File: config.mk
export PLATFORM = sky130hd
export DESIGN_NAME = cdtl_ctrl
export DESIGN_NICKNAME = d
export VERILOG_FILES = /design/src/design/cdtl_pkg.sv /design/src/design/cdtl_ctrl.sv
export SDC_FILE = /design/constraint.sdc
export NUM_CORES = 1
export LEC_CHECK = 0
export BUFFER_PORTS_ARGS = -buffer_cell sky130_fd_sc_hd__buf_2
export CAP_MARGIN = 20
export CORE_AREA = 3 3 40 42
export CTS_CLUSTER_SIZE = 24
export DETAILED_ROUTE_END_ITERATION = 12
export DIE_AREA = 0 0 43 45
export SLEW_MARGIN = 0
export SYNTH_ARGS = -nofsm -noshare
export SYNTH_HDL_FRONTEND = slang
export SYNTH_SLANG_ARGS = --single-unit
File: constraint.sdc
create_clock -name clock -period 2.45 [get_ports clock]
set_input_delay 0.735 -clock clock [delete_from_list [all_inputs] [get_ports clock]]
set_output_delay 0.735 -clock clock [all_outputs]
set_load 0.01 [all_outputs]
File: src/design/cdtl_pkg.sv
// ----------------------------------------------------------------------------
// CD TOC track lookup package
// Shared entry layout, action codes, TOC constants and the command and
// status bundles that pass between the controller and the datapath.
// ----------------------------------------------------------------------------
package cdtl_pkg;

   typedef struct packed {
      logic [7:0] session;
      logic [7:0] control;
      logic [7:0] point;
      logic [7:0] minute;
      logic [7:0] second;
      logic [7:0] frame;
   } toc_entry_type;

   localparam int EntryBits = $bits(toc_entry_type);

   localparam logic [1:0] ACT_WRITE  = 2'd0;
   localparam logic [1:0] ACT_TRACK  = 2'd1;
   localparam logic [1:0] ACT_SECTOR = 2'd2;

   localparam logic [7:0] PT_LEADOUT   = 8'ha2;
   localparam logic [7:0] PT_FIRSTLAST = 8'ha0;
   localparam logic [7:0] TRACK_LIMIT  = 8'd99;
   localparam int         DATA_BIT     = 2;
   localparam int         Pregap       = 150;
   localparam int         Fps          = 75;
   localparam int         FramesPerMin = 60 * Fps;

   typedef struct packed {
      logic load;    // input beat accepted this cycle
      logic start;   // begin a scan pass over the entries in use
      logic pass2;   // the scan in flight is the second pass
      logic finish;  // result register takes the assembled result
   } cdtl_cmd_type;

   typedef struct packed {
      logic scan_done;
      logic two_pass;
      logic rsp_free;
   } cdtl_sts_type;

endpackage

File: src/design/cdtl_ctrl.sv
// ----------------------------------------------------------------------------
// CD TOC lookup controller
// Sequences the accept, one or two scan passes and the result hand-off.
// ----------------------------------------------------------------------------
module cdtl_ctrl (
   input  logic                  clock,
   input  logic                  reset,
   input  logic                  req_valid,
   output logic                  req_ready,
   input  cdtl_pkg::cdtl_sts_type sts,
   output cdtl_pkg::cdtl_cmd_type cmd
);
   import cdtl_pkg::*;

   typedef enum logic [5:0] {
      S_IDLE     = 6'b000001,
      S_P1_START = 6'b000010,
      S_P1_RUN   = 6'b000100,
      S_P2_START = 6'b001000,
      S_P2_RUN   = 6'b010000,
      S_FIN      = 6'b100000
   } state_type;

   state_type state_ff, state_in;

   always_comb begin
      state_in   = state_ff;
      cmd        = '0;
      req_ready  = 1'b0;
      case (state_ff)
         S_IDLE: begin
            req_ready = 1'b1;
            if (req_valid) begin
               cmd.load = 1'b1;
               state_in = S_P1_START;
            end
         end
         S_P1_START: begin
            cmd.start = 1'b1;
            state_in  = S_P1_RUN;
         end
         S_P1_RUN: begin
            if (sts.scan_done) begin
               state_in = sts.two_pass ? S_P2_START : S_FIN;
            end
         end
         S_P2_START: begin
            cmd.start = 1'b1;
            cmd.pass2 = 1'b1;
            state_in  = S_P2_RUN;
         end
         S_P2_RUN: begin
            cmd.pass2 = 1'b1;
            if (sts.scan_done) begin
               state_in = S_FIN;
            end
         end
         S_FIN: begin
            if (sts.rsp_free) begin
               cmd.finish = 1'b1;
               state_in   = S_IDLE;
            end
         end
         default: state_in = S_IDLE;
      endcase
   end

   always_ff @(posedge clock) begin
      if (reset) begin
         state_ff <= S_IDLE;
      end else begin
         state_ff <= state_in;
      end
   end
endmodule

==> out/qor.csv, run 1 <==
metric,value,unit
vias_per_cell,5.270,
power-per-cell-area,671.7,nW/µm²
die_area,1935,µm²
max_stage_delay,0.42,ns
cts_hold_buf,0,
cts_tree,done,
floorplan.initialDensity,0.3223,
fin_tns_setup,0,ns
min_to,state_ff[3],
cts_made_buffers,3,
holdPathStages,2,
yosys_warnings,0,
cp-start-kind,flop,
slew_headroom,0.7258,
setup_viol_count_final,0,
cts_root_buf,clkbuf_4,
drtAntennaViolNets,0,
grt_pass1_vias,372,
synth_cell_types,32,
arrival,1.57,ns
min_period,2.306,ns
io_pins,11,
synth_top_area_share,0.2900,
design_area,494.2,µm²
worst_path_max_delay_cell,or3_4,
slew_viol_final,0,
rr_worst_depth,4,
die_x,43,µm
dp_slack,0.3907,ns
postSynth.asyncResetShare,0,
overflow,0,
cp_max_fo,5,
hp-class,reg2reg,
top_register,state_ff,
synthTopCellsByArea,"dfxtp_1 29%, nor3b_1 5.4%, nor2_1 4.5%, nor4_1 4.5%, and3b_1 4.2%",
coreArea,1285,µm²
rows,13,
die_h,45,µm
cp.buffers_inverters,1,
finalWorstSetupSlack,0.1438,ns
cts_setup_buffers,0,
largest_register_ffs,6,
largestRegisters,state_ff (6),
power.leakage,0.0001843,µW
grtUsageTotal,0.1101,
cap_violations,0,
fin_nets,67,
synth_fp_nets,56,
yosysSeqAreaShare,0.2900,
finalHoldViolCount,0,
fin_util,0.3846,
crit_chain,or3_4 > nor3b_1 > a22o_1 > buf_2,
drc_errors,0,
finalCritPeriodShare,0.9413,
synth_edf_count,0,
placed_area,465.4,µm²
vias,390,
tightestPinTransition,0.4108,ns
routabilityCongestion,0.7728,
drive_gt1_frac,0.2881,
rsz0062_at_grt,false,
antenna_found_initial,0,
wire_per_inst,12.36,µm
port_buffers,10,
grt_start_max_net_pins,12,
syn_area_per_cell,8.283,µm²
firstDrtPassIters,4,
holdWs,0.6123,ns
drt_iter0_drc,11,
syn2layout_area_growth,19.34,%
synth_top_flop_cell,dfxtp_1,
hold_path.startpoint,state_ff[2],
critPathTopFamily,simple AND/OR/NAND/NOR gates,
clk_latency,0.25,ns
reg2reg_from,state_ff[0],
max-vdd-ir-drop,272.9,µV
cp.required,1.71,ns
grt_pass1_wl,1524,µm
timing.rr.end,state_ff[4],
finClkSkew,0.004160,ns
cts.sinks,6,
max_freq,0.4336,GHz
clockBufferDepth,2,
clk_pin_slew,0.05,ns
wirelength,915,µm
syn_inst,50,
reg2reg_slack,0.68,ns
antenna_cells,0,
ctsHtreeMaxLevel,1,
synth-seq-cells,6,
syn_area,414.1,µm²
crit_type,reg2out,
worstSetupEndpointType,output pin,
synth_top_area_cell,dfxtp_1,
status,"complete, no violations",
-- per-layer routing --
layer | global-route usage | vias to the layer above | part of all wire | routed length (µm)
met5 | 0 | - | 0 | 0
met4 | 0.1145 | 0 | 0.052 | 48
met3 | 0.03586 | 4 | 0.062 | 57
met2 | 0.1377 | 9 | 0.38 | 350
met1 | 0.1404 | 171 | 0.50 | 460
li1 | - | 206 | - | -
-- cell usage in the layout, fill, tap and decap left out, drive strengths merged, types with 2 or more instances in the layout --
cell    instances
or3             2
buf            10
nor2            5
and3b           2
xnor2           2
dfxtp           6
nor3            2
nor3b           3
nor4            3
clkbuf          3
-- worst register-to-register path: stages, from the launching register on --
cell and delay [ns]:
dfxtp_1 0.33, or3_4 0.42, or4_4 0.50, and3b_1 0.22, a211oi_2 0.21
-- repair_timing --
| action | CTS | global route |
|---|---|---|
| endpoints found under the setup margin | 0 | 3 |
| hold endpoints to repair | 0 | 0 |
| resized for setup | 0 | 1 |
-- how the worst max path moves through the flow --
stage          slack, ns        start  depth (start not counted)      to
2_1_floorplan       0.56  state_ff[3]                          3  cmd[3]
3_3_place_gp        0.37  state_ff[2]                          3  cmd[3]
3_5_place_dp        0.39  state_ff[2]                          3  cmd[2]
4_1_cts             0.12  state_ff[2]                          3  cmd[2]
5_1_grt             0.01  state_ff[0]                          4  cmd[2]
6_report            0.14  state_ff[0]                          4  cmd[2]
-- kinds of logic after synthesis --
| kind of cell | synth area share |
|---|---|
| simple gates | 0.4411 |
| compound gates | 0.1511 |
| flops | 0.2900 |
| buf+inv | 0.05136 |
| xor+xnor | 0.04230 |
| mux | 0.02417 |
-- metrics by stage --
stage,total power [µW],instances
6_report,332.0,74
5_1_grt,355.4,74
4_1_cts,332.2,74
3_5_place_dp,238.0,71
3_3_place_gp,237.4,71
2_1_floorplan,208.2,50
-- layout make-up --
cell class                      count  area [µm²]
Clock buffer                        3       22.52
Multi-Input combinational cell     39       279.0
Sequential cell                     6       120.1
Fill cell                         139       790.8
Inverter                            1       3.754
Timing Repair Buffer               10       50.05
Tap cell                           15       18.77
-- where the power goes --
part / internal [µW] / total (µW) / switching, µW
sequential: 108 / 121 / 12.6
clock: 55.5 / 93.3 / 37.8
combinational: 59.3 / 118 / 58.4
total: 223 / 332 / 109
-- cell usage after synthesis (2+ instances only) --
cell      count
and3b_1       2
buf_2         2
clkbuf_1      2
dfxtp_1       6
nor2_1        5
nor3_1        2
nor3b_1       3
nor4_1        3
xnor2_1       2
Note: power is estimated with default switching activity, not from simulation.
==> inputs of run 2 (changes only) <==
--- a/config.mk
+++ b/config.mk
@@ -7,10 +7,11 @@
 export LEC_CHECK = 0
 export BUFFER_PORTS_ARGS = -buffer_cell sky130_fd_sc_hd__buf_2
 export CAP_MARGIN = 20
-export CORE_AREA = 3 3 40 42
+export CORE_MARGIN = 3
+export CORE_UTILIZATION = 29
 export CTS_CLUSTER_SIZE = 24
 export DETAILED_ROUTE_END_ITERATION = 12
-export DIE_AREA = 0 0 43 45
+export SETUP_SLACK_MARGIN = 0.3
 export SLEW_MARGIN = 0
 export SYNTH_ARGS = -nofsm -noshare
 export SYNTH_HDL_FRONTEND = slang
==> run 2 against run 1 <==
Against the previous run: routed wire length up 37%; clock-buffer cell count unchanged; critical path depth unchanged; sequential share of layout area down 3.9 points; sequential power about the same; via count up 22%; register-to-register slack worse by 0.38 ns; critical path type unchanged.
==> out/qor.csv, run 2 (synthesis gave the netlist of run 1 again) <==
metric,value,unit,change
status,"complete, no violations",,
grt_pass1_vias,498,,+34%
fill_cells,125,,-10%
arrival,1.47,ns,-0.10 ns
max_stage_delay,0.41,ns,about the same
top_register,state_ff,,
floorplan.initialDensity,0.3405,,+0.01824
final_common_cell,buf_4,,
coreArea,1216,µm²,-5.4%
cts_made_buffers,3,,unchanged
fin_nets,81,,+21%
drtAntennaViolNets,0,,unchanged
critPathTopFamily,simple AND/OR/NAND/NOR gates,,
cts_root_buf,clkbuf_4,,
max-vdd-ir-drop,313.9,µV,+15%
max_freq,0.4526,GHz,+4.4%
drc_errors,0,,unchanged
rows,12,,-1
antenna_cells,0,,unchanged
p_seq_frac,0.326,,-0.038
wire_per_inst,14.43,µm,+17%
io_pins,11,,unchanged
switching_share,0.3353,,+0.007603
grt_start_max_net_pins,12,,unchanged
drt_iter0_drc,8,,-3
largest_register_ffs,6,,unchanged
finalCritPeriodShare,0.9018,,-0.03946
finClkSkew,0.002081,ns,-0.002079 ns
multi_input_area,304.0,µm²,+9.0%
power-per-cell-area,573.0,nW/µm²,-15%
cts.sinks,6,,unchanged
hp-class,reg2reg,,
drive_gt1_frac,0.5342,,+0.2461
fin_tns_setup,0,ns,unchanged
cp_max_fo,3,,-2
ctsHtreeMaxLevel,1,,unchanged
crit_type,reg2out,,
crit_chain,or3_4 > nor3b_4 > a22o_1 > buf_2,,
power_frac_comb,0.414,,+0.059
placed_area,464.2,µm²,-0.27%
die_h,43.79,µm,-2.7%
clk_latency,0.25,ns,about the same
overflow,0,,unchanged
slew_viol_final,0,,unchanged
clk_pin_slew,0.05,ns,about the same
tightestPinTransition,0.3493,ns,-0.06147 ns
port_buffers,10,,unchanged
intPower,242.6,µW,+8.7%
dp_hpwl,708.3,µm,
vias_per_cell,5.471,,+3.8%
setup_viol_count_final,0,,unchanged
wirelength,1255,µm,+37%
largestRegisters,state_ff (6),,
clockBufferDepth,2,,unchanged
power.leakage,0.0002686,µW,+46%
firstDrtPassIters,4,,unchanged
cts_tree,done,,
vias,476,,+22%
final_cell_mix,"13 x buf_4, 10 x buf_2, 5 x nor2_1, 5 x dfxtp_2, 3 x clkbuf_4",,
clkPwrFrac,0.260,,-0.021
reg2reg_slack,0.30,ns,-0.38 ns
cp.buffers_inverters,1,,unchanged
fin_util,0.5237,,+0.1390
syn2layout_area_growth,53.78,%,
worst_path_max_delay_cell,or3_4,,
finalHoldViolCount,0,,unchanged
grtUsageTotal,0.1505,,+0.04041
rsz0062_at_grt,true,,
grt_pass1_wl,2070,µm,+36%
min_period,2.210,ns,-0.09667 ns
cap_violations,0,,unchanged
p_switching,122.4,µW,+12%
design_area,636.9,µm²,+29%
die_x,43.79,µm,+1.8%
antenna_found_initial,0,,unchanged
routabilityCongestion,0.8223,,+6.4%
regArea,130.1,µm²,+8.3%
die_area,1918,µm²,-0.90%
cp.required,1.71,ns,about the same
cp-start-kind,flop,,
worstSetupEndpointType,output pin,,
slew_headroom,0.7654,,+0.03961
## run 2: worst reg2reg max path, cell delays in order, from the launching register on
cell and delay [ns]:
dfxtp_2 0.31, or3_4 0.41, nor3b_4 0.24, buf_4 0.14, buf_4 0.09, buf_4 0.09, buf_4 0.09, buf_4 0.09
buf_4 0.09, buf_4 0.10, buf_6 0.08, buf_4 0.09, buf_4 0.09, nor2_1 0.03, a211oi_2 0.13
## run 2: layer usage
layer  GRT usage  vias to the layer above  part of all wire
li1            -                      233                 -
met1      0.1732                      212              0.44
met2      0.2238                       20              0.44
met3     0.02075                       11             0.045
met4      0.1627                        0             0.073
met5           0                        -                 0
## run 2: metrics by stage
step | std cells | power, µW | hold WS, ns | worst slack (ns)
2_1_floorplan | 50 | 208.2 | 0.5280 | 0.5561
5_1_grt | 87 | 387.8 | 0.6032 | 0.1653
6_report | 87 | 364.9 | 0.5841 | 0.2405
4_1_cts | 86 | 360.9 | 0.5956 | 0.2673
3_5_place_dp | 70 | 240.8 | 0.5978 | 0.2695
3_3_place_gp | 70 | 239.3 | 0.6095 | 0.2963
## run 2: cell type report
class / instances / share of cell area
flip-flops and latches: 6 / 0.2043
multi-input cells: 39 / 0.4774
inverters: 1 / 0.005894
clock buffers: 3 / 0.03536
well taps: 14 / 0.02750
repair buffers: 24 / 0.2495
## run 2: repair_timing
item | 4_1_cts | 5_1_grt
pin swaps | 4 | 5
resized for setup | 6 | 7
hold buffers | 0 | 0
hold endpoints to repair | 0 | 0
endpoints found under the setup margin | 3 | 6
setup buffers | 13 | 1
## run 2: power by group through the flow
stage	combinational, µW	clock (µW)	sequential, µW
floorplan	91.1	0	117
global placement	118	0	122
detailed placement	118	0	122
CTS	145	96.8	119
global route	167	101	120
finish	151	94.7	119
## run 2: final timing paths
path | startpoint | endpoint | cells after the start
worst max register to register | state_ff[0] | state_ff[4] | 14
worst min-delay path | state_ff[2] | state_ff[3] | 2
worst min register to register | state_ff[2] | state_ff[3] | 2
worst max-delay path | state_ff[0] | cmd[2] | 4
==> inputs of run 3 (changes only) <==
--- a/config.mk
+++ b/config.mk
@@ -7,10 +7,9 @@
 export LEC_CHECK = 0
 export BUFFER_PORTS_ARGS = -buffer_cell sky130_fd_sc_hd__buf_2
 export CAP_MARGIN = 20
-export CORE_MARGIN = 3
-export CORE_UTILIZATION = 29
-export CTS_CLUSTER_SIZE = 24
+export CORE_AREA = 3 3 40 42
 export DETAILED_ROUTE_END_ITERATION = 12
+export DIE_AREA = 0 0 43 45
 export SETUP_SLACK_MARGIN = 0.3
 export SLEW_MARGIN = 0
 export SYNTH_ARGS = -nofsm -noshare
==> run 3 against run 2 <==
Against the previous run: cell count decreased by 13%; clock power decreased by 2.3%; register-to-register slack improved by 0.41 ns; routed wire length decreased by 21%; largest power group unchanged; highest routed layer unchanged.
==> out/qor.csv, run 3 (synthesis gave the netlist of run 1 again) <==
metric,value,unit,change
routabilityCongestion,0.7728,,-6.0%
vias,416,,-13%
clockBufferDepth,2,,unchanged
cts_tree,done,,
final_cell_mix,"10 x buf_2, 6 x dfxtp_2, 5 x nor2_1",,
min_to,state_ff[3],,
cap_violations,0,,unchanged
timing.rr.end,state_ff[4],,
vias_per_cell,5.474,,about the same
rsz0062_at_grt,true,,
status,"complete, no violations",,
power_frac_comb,0.375,,-0.039
io_pins,11,,unchanged
p_switching,112.7,µW,-7.9%
top_register,state_ff,,
reg2reg_slack,0.71,ns,+0.41 ns
cts_made_buffers,3,,unchanged
hold_path.startpoint,state_ff[1],,
grt_start_max_net_pins,12,,unchanged
arrival,1.46,ns,about the same
die_x,43,µm,-1.8%
max_stage_delay,0.42,ns,about the same
grt_pass1_vias,388,,-22%
port_buffers,10,,unchanged
wirelength,988,µm,-21%
rr_worst_depth,4,,-10
largestRegisters,state_ff (6),,
numPlacedInstances,71,,+1.4%
rows,13,,+1
worstSetupEndpointType,output pin,,
antenna_cells,0,,unchanged
max_freq,0.4560,GHz,+0.75%
holdWs,0.5670,ns,-0.01706 ns
power.leakage,0.0002048,µW,-24%
clkPwrFrac,0.269,,+0.009
antenna_found_initial,0,,unchanged
finalHoldViolCount,0,,unchanged
wire_per_inst,13.00,µm,-9.9%
drtAntennaViolNets,0,,unchanged
drive_gt1_frac,0.4426,,-0.09162
floorplan.initialDensity,0.3223,,-0.01824
worst_path_max_delay_cell,or3_4,,
fin_nets,69,,-15%
slew_viol_final,0,,unchanged
final_common_cell,buf_2,,
clk_latency,0.25,ns,about the same
die_h,45,µm,+2.8%
min_period,2.193,ns,-0.01654 ns
drt_iter0_drc,10,,+2
die_area,1935,µm²,+0.91%
cts_hold_buf,0,,unchanged
syn2layout_area_growth,30.82,%,
finClkSkew,0.002338,ns,+0.0002567 ns
tightestPinTransition,0.3093,ns,-0.04006 ns
hp-class,reg2reg,,
overflow,0,,unchanged
crit_chain,or3_4 > nor3b_4 > a22o_1 > buf_2,,
reg2reg_from,state_ff[1],,
switching_share,0.3275,,-0.007770
largest_register_ffs,6,,unchanged
cp-start-kind,flop,,
clk_pin_slew,0.04,ns,about the same
grtUsageTotal,0.1201,,-0.03040
slew_headroom,0.7923,,+0.02690
layoutNonFillerInstCount,76,,-13%
crit_type,reg2out,,
cp.required,1.71,ns,about the same
power-per-cell-area,635.1,nW/µm²,+11%
cp_max_fo,5,,+2
p_seq_frac,0.356,,+0.030
holdPathStages,2,,unchanged
finalCritPeriodShare,0.8951,,-0.006751
setup_viol_count_final,0,,unchanged
intPower,231.4,µW,-4.6%
ctsHtreeMaxLevel,1,,unchanged
cts_root_buf,clkbuf_4,,
firstDrtPassIters,4,,unchanged
cts.sinks,6,,unchanged
drc_errors,0,,unchanged
fin_tns_setup,0,ns,unchanged
max-vdd-ir-drop,261.7,µV,-17%
grt_pass1_wl,1656,µm,-20%
coreArea,1285,µm²,+5.7%
==> run 3: what timing repair did <==
action | 4_1_cts | 5_1_grt
pin swaps | 3 | 2
setup buffers | 2 | 0
endpoints found under the hold margin | 0 | 0
gates resized for setup | 7 | 4
setup endpoints to repair | 4 | 5
==> run 3: layout make-up <==
| class | count | area, µm² |
|---|---|---|
| Multi-Input combinational cell | 39 | 304.0 |
| Clock buffer | 3 | 22.52 |
| Inverter | 1 | 3.754 |
| Tap cell | 15 | 18.77 |
| Sequential cell | 6 | 127.6 |
| Fill cell | 142 | 743.2 |
| Timing Repair Buffer | 12 | 65.06 |
==> run 3: per-layer routing <==
metal  wire length [µm]  track usage  part of all wire  vias to the layer above
met4                 46       0.1084             0.047                        0
met1                457       0.1550              0.46                      194
met2                434       0.1587              0.44                        9
met5                  0            0                 0                        -
li1                   -            -                 -                      209
met3                 48      0.03586             0.049                        4
==> run 3: power groups by stage <==
stage	combinational (µW)	sequential, µW	clock [µW]
2_1_floorplan	91.1	117	0
3_3_place_gp	116	122	0
3_5_place_dp	116	122	0
4_1_cts	128	121	95.6
5_1_grt	146	125	99.2
6_report	129	122	92.5
==> run 3: critical path, delay by kind of cell, from the launching register on <==
family | cells | cell delay [ns]
simple gates | 2 | 0.62
buf+inv | 1 | 0.12
compound gates | 1 | 0.15
flops | 1 | 0.31
==> run 3: how the worst max path moves through the flow <==
stage	startpoint	to	cells after the start
detailed placement	state_ff[2]	cmd[2]	3
global route	state_ff[0]	cmd[2]	4
finish	state_ff[1]	cmd[2]	4
floorplan	state_ff[3]	cmd[3]	3
CTS	state_ff[1]	cmd[2]	4
global placement	state_ff[2]	cmd[3]	3
==> run 3: stage by stage <==
stage	instance area [µm²]	utilization	power [µW]	worst slack, ns
after floorplan	414.1	-	208.2	0.5561
after global placement	465.4	0.3622	237.4	0.3695
after detailed placement	465.4	0.3622	238.0	0.3907
after CTS	531.8	0.4138	344.4	0.2674
after global routing	541.8	0.4216	370.3	0.2075
final	541.8	0.4216	344.1	0.2570
